[config.mk]
export PLATFORM = sky130hd
export DESIGN_NAME = afs_dump
export DESIGN_NICKNAME = d
export VERILOG_FILES = /design/src/design/afs_pkg.sv /design/src/design/afs_dump.sv
export SDC_FILE = /design/constraint.sdc
export NUM_CORES = 2
export LEC_CHECK = 0
export BUFFER_PORTS_ARGS = -buffer_cell sky130_fd_sc_hd__buf_4
export CORE_AREA = 4 4 672 674
export CTS_BUF_LIST = sky130_fd_sc_hd__clkbuf_4
export CTS_CLUSTER_DIAMETER = 30
export DETAILED_ROUTE_END_ITERATION = 8
export DIE_AREA = 0 0 676 678
export GPL_ROUTABILITY_DRIVEN = 0
export PLACE_DENSITY_LB_ADDON = 0.1
export SYNTH_ARGS = -nofsm -noshare
export SYNTH_HDL_FRONTEND = slang
export SYNTH_SLANG_ARGS = --single-unit
[constraint.sdc]
create_clock -name clk -period 88.6 [get_ports clk]
set_clock_uncertainty 0.05 [all_clocks]
set_input_delay 4.43 -clock clk [delete_from_list [all_inputs] [get_ports clk]]
set_output_delay 4.43 -clock clk [all_outputs]
set_load 0.03 [all_outputs]
[src/design/afs_pkg.sv]
`timescale 1ns / 1ps
// Package for the alignment flag statistics block.
// Holds the totals numbering and the record structs passed between stages; no dependencies.
package afs_pkg;

  localparam int NUM_TOTALS = 26;
  localparam int IDX_W      = 5;
  localparam int TLEN_W     = 32;
  localparam int BASES_W    = 20;

  typedef enum logic [IDX_W-1:0] {
    T_READS, T_MAPQ0, T_QCFAIL, T_UNMAPPED, T_PROPER, T_SUPP, T_SECONDARY,
    T_PRIMARY, T_PAIRS, T_DUP, T_READ1, T_READ2, T_ONESIDED, T_TWOSIDED,
    T_GOOD, T_SAMEREF, T_SUM_TLEN, T_SUM_TLEN2, T_MISMATCH, T_ALIGNED,
    T_UU, T_MM, T_NN, T_UM, T_UN, T_NM
  } afs_total_t;

  localparam logic [IDX_W-1:0] LAST_IDX = IDX_W'(NUM_TOTALS - 1);

  typedef struct packed {
    logic [NUM_TOTALS-1:0] bump;
    logic [TLEN_W-1:0]     mag;
    logic [BASES_W-1:0]    nm;
    logic [BASES_W-1:0]    alen;
    logic                  sum_en;
    logic                  bases_en;
    logic                  grp_r1;
    logic                  grp_r2;
    logic                  new_name;
    logic                  last;
  } afs_dec_t;

  typedef struct packed {
    afs_dec_t          dec;
    logic [2*TLEN_W-1:0] sq;
  } afs_inc_t;

endpackage

[src/design/afs_dump.sv]
`timescale 1ns / 1ps
// Result shift line of the alignment flag statistics block.
// Holds a snapshot of all totals and presents them one item per cycle while out_ready is high; uses afs_pkg.
module afs_dump
  import afs_pkg::*;
#(
  parameter int COUNTER_BITS = 64
) (
  input  logic                                    clk,
  input  logic                                    rst_n,
  input  logic                                    load,
  input  logic [NUM_TOTALS-1:0][COUNTER_BITS-1:0] vals,
  output logic                                    free,
  output logic                                    out_valid,
  input  logic                                    out_ready,
  output logic [4:0]                              out_counter_index,
  output logic [63:0]                             out_counter_value,
  output logic                                    out_last_total
);

  logic                                    busy_r;
  logic [IDX_W-1:0]                        idx_r;
  logic [NUM_TOTALS-1:0][COUNTER_BITS-1:0] line_r;
  logic                                    fire;
  logic                                    at_last;

  assign fire    = busy_r && out_ready;
  assign at_last = (idx_r == LAST_IDX);
  assign free    = !busy_r || (fire && at_last);

  always_ff @(posedge clk) begin
    if (!rst_n) begin
      busy_r <= 1'b0;
      idx_r  <= '0;
    end else if (load) begin
      busy_r <= 1'b1;
      idx_r  <= '0;
    end else if (fire) begin
      idx_r <= idx_r + IDX_W'(1);
      if (at_last) begin
        busy_r <= 1'b0;
      end
    end
  end

  always_ff @(posedge clk) begin
    if (load) begin
      for (int i = 0; i < NUM_TOTALS; i++) begin
        line_r[i] <= (i == T_PAIRS) ? (vals[i] >> 1) : vals[i];
      end
    end else if (fire) begin
      for (int i = 0; i < NUM_TOTALS - 1; i++) begin
        line_r[i] <= line_r[i+1];
      end
    end
  end

  assign out_valid         = busy_r;
  assign out_counter_index = idx_r;
  assign out_counter_value = 64'(line_r[0]);
  assign out_last_total    = busy_r && at_last;

  a_load_when_free: assert property (@(posedge clk) disable iff (!rst_n)
    load |-> free)
    else $error("totals loaded while a dump is still in progress");

  a_index_range: assert property (@(posedge clk) disable iff (!rst_n)
    busy_r |-> idx_r <= LAST_IDX)
    else $error("dump index beyond the last total");

  a_ends_on_last: assert property (@(posedge clk) disable iff (!rst_n)
    $past(rst_n) && $fell(busy_r) |-> $past(idx_r) == LAST_IDX)
    else $error("dump ended before the last total");

endmodule

== Yosys cells after proc, flatten, opt, wreduce, memory -nomap -nowiden ==
Index checks and enable logic that the tools add are counted.
Operators by class
  eq/ne operators: 1
  shift-type cells: 0
  div/mod/pow operators: 0
  reduce and logical (&&, ||, !) cells: 9
  mux-type cells: 5
  bitwise gates (word level): 1
  add/sub/neg operators: 1
  order comparisons: 0
  $mul: 0
Operators with widths (count)
  1600-bit two-way mux: 2
  5-bit by 1-bit adder with 5-bit output (second input constant): 1
  5-bit == test (second input constant): 1
  2-bit nonzero test: 2
  1-bit logical AND: 3
  1-bit two-way mux: 3
  2-bit AND reduction: 1
  2-bit OR reduction: 1
  1-bit logical NOT: 1
  1-bit logical OR: 1
  1-bit inverter: 1
Storage, ports and cells
  bits in read-only memories: 0
  output and inout bits: 72
  memories: 0
  bits in latches: 0
  flip-flop bits (word level): 1670
  RAM bits: 0
  logic and storage cells: 46

== Logic depth before layout (Yosys ltp) ==
  depth after elaboration: 4
  gate-level depth with buffers: 8
  mapped depth without buffers: 5

== Worst setup path before layout ==
No wires, ideal clock.
  path kind: input to register
  start point: input load
  end point: register line_r[1000] (netlist bit), enable pin
  cell stages on the path: 6
  path buffers: 4
  arrival: 30.758 ns
  library setup time: 10.924 ns
  slack: 46.868 ns
  cells stage by stage: buf_2 > buf_6 > buf_4 > buf_6 > inv_1 > nand2_1
Between the ends
  cells in the longest elaborated chain, start to end: 1
RTL lines
  from (decl): line afs_dump.sv:11  | input logic load,
  2-bit nonzero test (no source line)
  to (signal, indexed assignment): line afs_dump.sv:49  | line_r[i] <= (i == T_PAIRS) ? (vals[i] >> 1) : vals[i];
  to (signal, indexed assignment): line afs_dump.sv:53  | line_r[i] <= line_r[i+1];
  to (decl): line afs_dump.sv:23  | logic [NUM_TOTALS-1:0][COUNTER_BITS-1:0] line_r;
No other way between the ends.
A chain may end at the register's enable or synchronous reset.

== Final worst setup path ==
  start point: input out_ready
  end point: output free
Between the ends
  cells in the longest elaborated chain, start to end: 3
RTL lines
  from (decl): line afs_dump.sv:15  | input logic out_ready,
  1-bit logical AND: line afs_dump.sv:27  | assign fire = busy_r && out_ready;
  1-bit logical AND: line afs_dump.sv:29  | assign free = !busy_r || (fire && at_last);
  1-bit logical OR: line afs_dump.sv:29
  to (decl): line afs_dump.sv:13  | output logic free,
No other way between the ends.

==> results.ini <==
[critical_path]
startpoint_type = input port
rrSetupSlack_ns = 82.98
required_ns = 84.12
r2r_end = line_r[228]
reg2reg_from = out_valid
cp_max_fo = 5
critPathArrivalTime_ns = 4.84
r2r_cells = 7
end_kind = output port
crit_path_start = out_ready
critPathKind = input port to output port

[power]
vdd_ir_drop_max_mv = 0.00984
power_density_nw_per_um2 = 20.7
leakagePower_nw = 37.6

[detailed_routing]
drt_iter0_drc = 3550
routed_wl_um = 395000
postRouteAntennaNets = 0
num_vias = 60713
vias_per_cell = 3.92
drt-pass1-iter-count = 5
avgRoutedWirePerCell_um = 25.5
drc = 0

[placement]
dp_hpwl_um = 305000
dp_slack_ns = 78.74
portBuffers = 1738

[sta]
fmax_ghz = 0.107
setup_ws_ns = 79.28
tns_ns = 0
slew_headroom = 0.0916
slew_violations = 0
finalHoldViolCount = 0
timing.final.crit_period_ns = 9.32
rsz0062_at_grt = no
max_slew.worst_pin.slew_ns = 1.35
period_share = 0.105
setup_violations = 0
whs_ns = 0.412

[clocking]
cts_resized = 0
tritoncts = done
cts_root_buf = clkbuf_4
htree_levels = 6
clk_pin_slew_ns = 0.06
ctsHoldBuffers = 0
clk-insertion-delay-late_ns = 1.50
cts.sinks = 1670
cts_setup_buffers = 0
cts.path.max_buffers = 4
cts_buffers = 642

[synth]
syn_nets = 8767
syn_area_per_cell_um2 = 10.4
yosysTopAreaCell = edfxtp_1
synth-seq-cells = 1670
synth_area_leaders = edfxtp_1, nand2_1, o21ai_0
synth.distinct_cells = 23
synth_area_um2 = 73700
ys_warn_count = 0
synth_top_area_frac = 0.678
ys_seq_area_frac = 0.680
synthCells = 7097

[die]
dieHeight_um = 678
die_width_um = 676
coreArea_um2 = 445000
fp.dieArea_um2 = 458000
initial_core_util = 0.166
io_pins = 1740
placementRows = 245

[final_layout]
fin_util = 0.224
layout-drive-gt1-share = 0.292
area.growth.synth_to_final_pct = 35.2
final_nets = 10649
fill_cells = 49319

[global_route]
grt_max_degree = 234
gr-total-overflow = 0
grt_usage = 0.165
grt_pass1_wl_um = 523000
grt_pass1_vias = 64735
antenna_found_initial = 328

[job]
drv_cap = 0

[min_path]
whs_path_depth = 2
min_to = line_r[575]
hold_class = flip-flop to flip-flop
min_from = line_r[575]

[run_status]
status = complete, no violations

[registers in the layout, indices dropped and copies added, names as in the netlist]
name               count
line_r              1600
out_counter_index      5
out_counter_value     64
out_valid              1
[Yosys cell counts]
| master | instances |
|---|---|
| a211oi_1 | 1 |
| xor2_1 | 1 |
| inv_1 | 2 |
| and2_1 | 2 |
| o21ai_1 | 670 |
| buf_6 | 69 |
| buf_2 | 279 |
| nor2_1 | 3 |
| clkbuf_1 | 166 |
| xnor2_1 | 1 |
| nand2_1 | 3206 |
| and4b_1 | 1 |
| buf_8 | 1 |
| a21oi_1 | 3 |
| dfxtp_1 | 7 |
| ha_1 | 2 |
| buf_1 | 1 |
| a31oi_1 | 1 |
| or3_1 | 2 |
| buf_4 | 82 |
| o21ai_0 | 932 |
| nand3_1 | 2 |
| edfxtp_1 | 1663 |
[critical path: stages]
cell and delay [ns]:
buf_4 0.13, nand2_1 0.05, nand2_1 0.05, buf_4 0.17
[metal layers]
metal  GRT usage  share of wire
met1       0.160           0.34
met2       0.320           0.55
met3      0.0605          0.082
met4      0.0487          0.031
met5           0         0.0032
[power breakdown]
part	internal [mW]	switching [mW]
combinational	0.0757	0.123
clock	0.474	0.423
sequential	0.948	0.0209
total	1.50	0.567
[cell families (layout without fill, tap and decap cells)]
group           count (synthesis)  in the layout  synth area share
simple gates                 3216           3216             0.164
flops                        1670           1670             0.680
compound gates               1607           1607             0.109
buf+inv                       600           2958            0.0467
fa+ha+maj                       2              2          0.000340
xor+xnor                        2              2          0.000238
other cells                     0             93                 0
[worst max-delay path by stage]
stage	to	slack [ns]	cells past startpoint
2_1_floorplan	line_r[1000]	46.87	6
3_3_place_gp	line_r[921]	78.78	8
3_5_place_dp	line_r[921]	78.74	8
4_1_cts	free	79.29	4
5_1_grt	free	79.24	4
6_report	free	79.28	4
[through the flow]
step | std cells | power, mW | cell area (um2)
2_1_floorplan | 7097 | 1.15 | 73700
3_3_place_gp | 14263 | 1.19 | 91600
3_5_place_dp | 14263 | 1.19 | 91600
4_1_cts | 15383 | 2.13 | 99400
5_1_grt | 15407 | 2.19 | 99500
6_report | 15476 | 2.06 | 99600
[layout by cell type, fill, tap and decap left out]
cell type / n
or3_1: 2
inv_2: 4
clkbuf_4: 846
xor2_1: 1
nand3_1: 2
diode_2: 93
edfxtp_1: 1663
clkinvlp_4: 11
clkinv_1: 200
a211oi_1: 1
nand2_1: 3205
inv_6: 12
and2_1: 1
nor2_1: 3
a31oi_1: 1
buf_4: 1830
buf_16: 1
clkinv_4: 10
bufinv_16: 10
and2_4: 1
clkinv_2: 24
nand2_4: 1
o21ai_1: 671
clkinv_8: 2
xnor2_1: 1
inv_8: 1
inv_1: 2
ha_1: 2
o21ai_0: 931
dfxtp_1: 7
buf_12: 5
and4b_1: 1
a21oi_1: 3
[area by class of cell]
type | count | area (um2) | share of cell area
Sequential cell | 1670 | 50100 | 0.503
Multi-Input combinational cell | 4827 | 20200 | 0.203
Timing Repair Buffer | 1836 | 13900 | 0.139
Tap cell | 5928 | 7420 | 0.0744
Clock buffer | 846 | 6350 | 0.0637
Clock inverter | 274 | 1510 | 0.0151
Antenna cell | 93 | 233 | 0.00234
Inverter | 2 | 7.51 | 0.0000753
Power figures use the tool's default switching activity.
