--- src/design/afs_pkg.sv ---
`timescale 1ns / 1ps
// Package for the alignment flag statistics block.
// Holds the totals numbering and the record structs passed between stages; no dependencies.
package afs_pkg;

  localparam int NUM_TOTALS = 26;
  localparam int IDX_W      = 5;
  localparam int TLEN_W     = 32;
  localparam int BASES_W    = 20;

  typedef enum logic [IDX_W-1:0] {
    T_READS, T_MAPQ0, T_QCFAIL, T_UNMAPPED, T_PROPER, T_SUPP, T_SECONDARY,
    T_PRIMARY, T_PAIRS, T_DUP, T_READ1, T_READ2, T_ONESIDED, T_TWOSIDED,
    T_GOOD, T_SAMEREF, T_SUM_TLEN, T_SUM_TLEN2, T_MISMATCH, T_ALIGNED,
    T_UU, T_MM, T_NN, T_UM, T_UN, T_NM
  } afs_total_t;

  localparam logic [IDX_W-1:0] LAST_IDX = IDX_W'(NUM_TOTALS - 1);

  typedef struct packed {
    logic [NUM_TOTALS-1:0] bump;
    logic [TLEN_W-1:0]     mag;
    logic [BASES_W-1:0]    nm;
    logic [BASES_W-1:0]    alen;
    logic                  sum_en;
    logic                  bases_en;
    logic                  grp_r1;
    logic                  grp_r2;
    logic                  new_name;
    logic                  last;
  } afs_dec_t;

  typedef struct packed {
    afs_dec_t          dec;
    logic [2*TLEN_W-1:0] sq;
  } afs_inc_t;

endpackage

--- src/design/afs_decode.sv ---
`timescale 1ns / 1ps
// Input register and flag decode stages of the alignment flag statistics block.
// Produces per-item counter increments and the squared template length; uses afs_pkg.
module afs_decode
  import afs_pkg::*;
(
  input  logic                clk,
  input  logic                rst_n,
  input  logic                adv,
  input  logic                in_valid,
  input  logic [11:0]         in_flags,
  input  logic [7:0]          in_map_quality,
  input  logic                in_same_reference,
  input  logic signed [31:0]  in_template_length,
  input  logic [19:0]         in_mismatches,
  input  logic [19:0]         in_aligned_length,
  input  logic                in_new_name,
  input  logic                in_last_record,
  output logic                s2_valid,
  output afs_inc_t            s2_inc
);

  logic               s0_valid_r;
  logic [11:0]        flags_r;
  logic [7:0]         mapq_r;
  logic               same_ref_r;
  logic [31:0]        tl_r;
  logic [19:0]        nm_r;
  logic [19:0]        alen_r;
  logic               new_name_r;
  logic               last_r;

  logic               s1_valid_r;
  afs_dec_t           dec_r;
  logic               s2_valid_r;
  afs_inc_t           inc_r;

  afs_dec_t           dec_nxt;
  logic [63:0]        sq_nxt;
  logic               prim, pr, r1, r2, u, m, good1, good2;

  always_comb begin
    u     = flags_r[2];
    m     = flags_r[3];
    prim  = !flags_r[11] && !flags_r[8];
    pr    = prim && (flags_r[0] || flags_r[1]);
    r1    = pr && !flags_r[10] && flags_r[6];
    r2    = pr && !flags_r[10] && !flags_r[6] && flags_r[7];
    good1 = r1 && !u && !m;
    good2 = r2 && !u && !m;

    dec_nxt = '0;
    dec_nxt.bump[T_READS]     = 1'b1;
    dec_nxt.bump[T_MAPQ0]     = (mapq_r == 8'd0);
    dec_nxt.bump[T_QCFAIL]    = flags_r[9];
    dec_nxt.bump[T_UNMAPPED]  = u;
    dec_nxt.bump[T_PROPER]    = flags_r[1];
    dec_nxt.bump[T_SUPP]      = flags_r[11];
    dec_nxt.bump[T_SECONDARY] = !flags_r[11] && flags_r[8];
    dec_nxt.bump[T_PRIMARY]   = prim;
    dec_nxt.bump[T_PAIRS]     = pr;
    dec_nxt.bump[T_DUP]       = pr && flags_r[10];
    dec_nxt.bump[T_READ1]     = r1;
    dec_nxt.bump[T_READ2]     = r2;
    dec_nxt.bump[T_ONESIDED]  = r1 && (u ^ m);
    dec_nxt.bump[T_TWOSIDED]  = r1 && u && m;
    dec_nxt.bump[T_GOOD]      = good1;
    dec_nxt.bump[T_SAMEREF]   = good1 && same_ref_r;
    dec_nxt.mag      = tl_r[31] ? (~tl_r + 32'd1) : tl_r;
    dec_nxt.nm       = nm_r;
    dec_nxt.alen     = alen_r;
    dec_nxt.sum_en   = good1 && same_ref_r;
    dec_nxt.bases_en = good1 || good2;
    dec_nxt.grp_r1   = !flags_r[11] && !u && flags_r[6];
    dec_nxt.grp_r2   = !flags_r[11] && !u && flags_r[7];
    dec_nxt.new_name = new_name_r;
    dec_nxt.last     = last_r;
  end

  assign sq_nxt = 64'(dec_r.mag) * 64'(dec_r.mag);

  always_ff @(posedge clk) begin
    if (!rst_n) begin
      s0_valid_r <= 1'b0;
      s1_valid_r <= 1'b0;
      s2_valid_r <= 1'b0;
    end else if (adv) begin
      s0_valid_r <= in_valid;
      s1_valid_r <= s0_valid_r;
      s2_valid_r <= s1_valid_r;
    end
  end

  always_ff @(posedge clk) begin
    if (adv) begin
      flags_r    <= in_flags;
      mapq_r     <= in_map_quality;
      same_ref_r <= in_same_reference;
      tl_r       <= in_template_length;
      nm_r       <= in_mismatches;
      alen_r     <= in_aligned_length;
      new_name_r <= in_new_name;
      last_r     <= in_last_record;
      dec_r      <= dec_nxt;
      inc_r.dec  <= dec_r;
      inc_r.sq   <= sq_nxt;
    end
  end

  assign s2_valid = s2_valid_r;
  assign s2_inc   = inc_r;

endmodule

--- config.mk ---
export PLATFORM = sky130hd
export DESIGN_NAME = afs_decode
export DESIGN_NICKNAME = d
export VERILOG_FILES = /design/src/design/afs_pkg.sv /design/src/design/afs_decode.sv
export SDC_FILE = /design/constraint.sdc
export NUM_CORES = 2
export LEC_CHECK = 0
export BUFFER_PORTS_ARGS = -buffer_cell sky130_fd_sc_hd__buf_2
export CAP_MARGIN = 20
export CORE_UTILIZATION = 35
export CTS_CLUSTER_DIAMETER = 50
export DETAILED_ROUTE_END_ITERATION = 16
export SKIP_LAST_GASP = 1
export SLEW_MARGIN = 20
export SYNTH_ARGS = -nofsm -noshare
export SYNTH_HDL_FRONTEND = slang
export SYNTH_SLANG_ARGS = --single-unit
--- constraint.sdc ---
create_clock -name clk -period 8.9 [get_ports clk]
set_input_delay 0.89 -clock clk [delete_from_list [all_inputs] [get_ports clk]]
set_output_delay 0.89 -clock clk [all_outputs]
set_load 0.02 [all_outputs]
Word-level counts from Yosys, hierarchy flattened
Index checks and enable logic that the tools add are counted.
Cells by class
  multiply operators: 1
  bitwise operators: 2
  reductions and logical operators: 28
  muxes and demuxes: 1
  $add $sub $neg: 1
Operator list (count)
  32-bit by 32-bit multiplier with 64-bit output: 1
  32-bit by 1-bit adder with 32-bit output, second input constant: 1
  32-bit NOT: 1
  31-bit two-way mux: 1
  1-bit logical AND: 19
  8-bit zero test: 1
  1-bit zero test: 6
  1-bit logical OR: 2
  1-bit bitwise XOR: 1
Word-level totals
  output and inout port bits: 169
  bits in registers: 348
  input port bits: 99

Logic depth before layout (Yosys ltp)
  depth in word-level cells: 9
  depth in mapped cells: 29

Worst setup path after synthesis
No wires, ideal clock.
  path type: flip-flop to flip-flop
  from: register dec_r[48] (netlist name)
  to: register inc_r (netlist bit s2_inc[57]), data pin
  stages on the path, launching flop included: 27
  period minus slack after synthesis: 7.735 ns
  buffers on the path: 2
  required time: 8.643 ns
  path slack: 1.165 ns
  arrival time: 7.478 ns
  cell sequence: edfxtp_1 -> clkbuf_1 -> clkbuf_1 -> nand2_1 -> fa_1 -> inv_1 -> fa_1 -> inv_1 -> fa_1 -> fa_1 -> inv_1 -> fa_1 -> inv_1 -> fa_1 -> inv_1 -> fa_1 -> fa_1 -> ha_1 -> nand2_1 -> nor3_1 -> a22oi_1 -> a2111oi_0 -> a211oi_1 -> o31ai_1 -> a41o_1 -> a21oi_1 -> o2111a_1
On the way
  word-level cells in the longest chain between the ends: 1
Ends and longest elaborated chain
  from (decl): line afs_decode.sv:34  | afs_dec_t dec_r;
  from (signal assigned): line afs_decode.sv:104  | dec_r <= dec_nxt;
  32-bit by 32-bit multiplier with 64-bit output: line afs_decode.sv:80  | assign sq_nxt = 64'(dec_r.mag) * 64'(dec_r.mag);
  via sq_nxt[57]: line afs_decode.sv:39  | logic [63:0] sq_nxt;
  to (decl): line afs_decode.sv:36  | afs_inc_t inc_r;
The timed path passes the listed nets, and every way through them passes these cells.
A chain may end at the register's enable or synchronous reset.

Final worst setup path
  from: register dec_r[48] (netlist name)
  to: register inc_r (netlist bit s2_inc[51]), data pin
The elaborated chain is that of the path after synthesis.

==> metrics <==
CTS Buf Count 37; final hold vios 0; I/O pin total roughly 270; Routed WL between 100000 and 150000 um; share of the synthesized area in the top cell type 0.3898; pre-CTS setup slack about 0.41 ns; htree depth 2; Main synth FF type edfxtp_1; Die Ht between 300 and 400 um; Post-synth EDFFs between 300 and 400; commonest non-fill, non-tap cell in the layout inv_1; Crit. Startpoint dec_r[48]$_DFFE_PP_; register area share after synthesis 0.2517; TritonCTS Sinks 342; Peak Freq approximately 0.12 GHz; Crit Path Class reg2reg; gr usage total 0.1776; clock insertion delay at the later pin of the skew report approximately 0.58 ns; fraction of layout cells with a size suffix above 1 0.1109; DRT iter0 DRCs 1479; DRC errors left 0; Critical Path RT a little over 9 ns; HP Start alen_r[9]$_DFFE_PP_; fin crit share 0.9704; Yosys cell types slightly below 70; ys async rst share 0; row count approximately 120; antenna violations before repair 0; most frequent cells in the layout inv_1, fa_1, edfxtp_1; global route overflow 0; Buffers on Ports roughly 250; Max Slew Vio Count 0; final setup TNS 0 ns; Post-Synthesis Cells around 3700; vias per std cell between 4 and 5; Die Wd 342.9 um; Starting Density 0.3543; FILL cells around 11000; reg2reg start dec_r[48]$_DFFE_PP_; core area roughly 110000 um^2; Max FO, Critical Path 25; Wirelength per Cell 18.32 um; Period minus WS final between 8 and 9 ns; Post-Layout Inst Area 45440 um^2; Longest Clk Path Bufs 3; synthesis-to-finish area growth 11.70%; Clock Skews around 0.024 ns; worst slew pin tran approximately 0.97 ns; synthesized flop and latch total approximately 340; post-synthesis cell area around 41000 um^2; Initial DRT Pass Iterations 5; endpoints failing setup 0; Post-DP Area about 44000 um^2; Clock transition at path regs 0.06 ns; Max-Cap Viols 0; number of nets with antenna violations after routing 0; top cells by area, synth fa_1, edfxtp_1, ha_1; largest net degree at the start of global routing between 150 and 200; Mean Syn Cell Area roughly 11 um^2; GP Congestion approximately 0.94; Syn. warnings 0; # placed instances around 5400; CTS tree built; Crit. End Element flip-flop; class of the worst hold path reg2reg; vias in the first global route roughly 28000; status completed; Final #Nets approximately 5000; Critical Path AT 8.95 ns; die footprint between 100000 and 150000 um^2; post-DP HPWL 84720 um; CTS root buf clkbuf_16; final worst setup slack 0.2635 ns; Ant. Diodes 0; crit path launch type flip-flop; first-pass GRT wire length ~160000 um; Final Non-Filler Cells 5489; vias post-DR roughly 26000; worst rel slew slack 0.3566; largest area contributor in the netlist fa_1; RSZ-0062 raised after global routing false
==> logic make-up after synthesis <==
logic type / share of synthesized area
XOR/XNOR: 0.02821
AND/OR/NAND/NOR: 0.09071
AO/OA/AOI/OAI: 0.04131
buffers and inverters: 0.1034
adder cells (fa/ha/maj): 0.4827
flip-flops: 0.2517
other: 0.0001846
multiplexers: 0.001753
==> flip-flops by register name, indices dropped and copies added (netlist names) <==
signal,flops
nm_r,20
s0_valid_r,1
s1_valid_r,1
new_name_r,1
last_r,1
mapq_r,8
s2_valid,1
alen_r,20
s2_inc,154
same_ref_r,1
tl_r,32
flags_r,10
dec_r,92
==> area by class of cell <==
cell class / instances / area [um^2] / area share
clock buffers: 45 / 955.9 / 0.02104
clock inverters: 22 / 289.0 / 0.006361
inverters: 970 / 3641 / 0.08013
multi-input cells: 2240 / 26270 / 0.5782
flip-flops and latches: 342 / 10240 / 0.2254
well taps: 1512 / 1892 / 0.04164
repair buffers: 358 / 2147 / 0.04725
==> synth_stat cells, types with 11 or more instances <==
cell	instances
nor3_1	15
o31ai_1	12
o21ai_0	47
clkbuf_1	121
a21oi_1	80
o21bai_1	20
xnor2_1	85
edfxtp_1	339
inv_1	969
nand2_1	314
nor2_1	74
nand4_1	12
ha_1	302
nand3_1	18
fa_1	792
a21o_1	22
and2_1	240
and3_1	12
xor2_1	46
a31o_2	11
buf_4	14
nor2b_1	15
==> repair_timing <==
item,CTS,global route
hold buffers,0,0
gates resized for setup,0,1
setup buffers,0,5
endpoints found under the setup margin,0,1
==> metrics by stage <==
stage,util,hold slack (ns)
floorplan,-,0.4003
global placement,0.3843,0.4003
detailed placement,0.3843,0.4045
CTS,0.3952,0.4186
global route,0.3958,0.4229
finish,0.3958,0.4178
==> worst max-delay path: stages, from the launching register on <==
cell and delay, ns:
edfxtp_1 0.62, buf_4 0.41, and2_1 0.25, fa_1 0.43, ha_1 0.32, a31o_2 0.27
fa_1 0.53, inv_1 0.05, fa_1 0.52, inv_1 0.05, fa_1 0.48, fa_1 0.56
fa_1 0.42, fa_1 0.48, ha_1 0.43, a21oi_1 0.27, o21ai_0 0.23, a221oi_1 0.50
o21ai_0 0.19, a221oi_1 0.33, buf_4 0.20, a21oi_1 0.14, or2_2 0.32, a31oi_1 0.23
xnor2_1 0.10
==> per-layer routing <==
layer | up-vias | global-route usage | part of all wire
met5 | - | 0 | 0
met2 | 658 | 0.3108 | 0.50
met4 | 0 | 0.04500 | 0.026
met3 | 144 | 0.02693 | 0.054
met1 | 13270 | 0.2292 | 0.42
li1 | 11700 | - | -
==> final timing paths <==
path	to	slack (ns)	depth (start not counted)
worst min register to register	dec_r[15]$_DFFE_PP_	0.42	0
worst min-delay path	dec_r[15]$_DFFE_PP_	0.42	0
worst max register to register	s2_inc[51]$_DFFE_PP_	0.26	24
worst max-delay path	s2_inc[51]$_DFFE_PP_	0.26	24
Power is not shown: default switching activity piles up to over one toggle a cycle in this logic, so the estimate is an artifact.
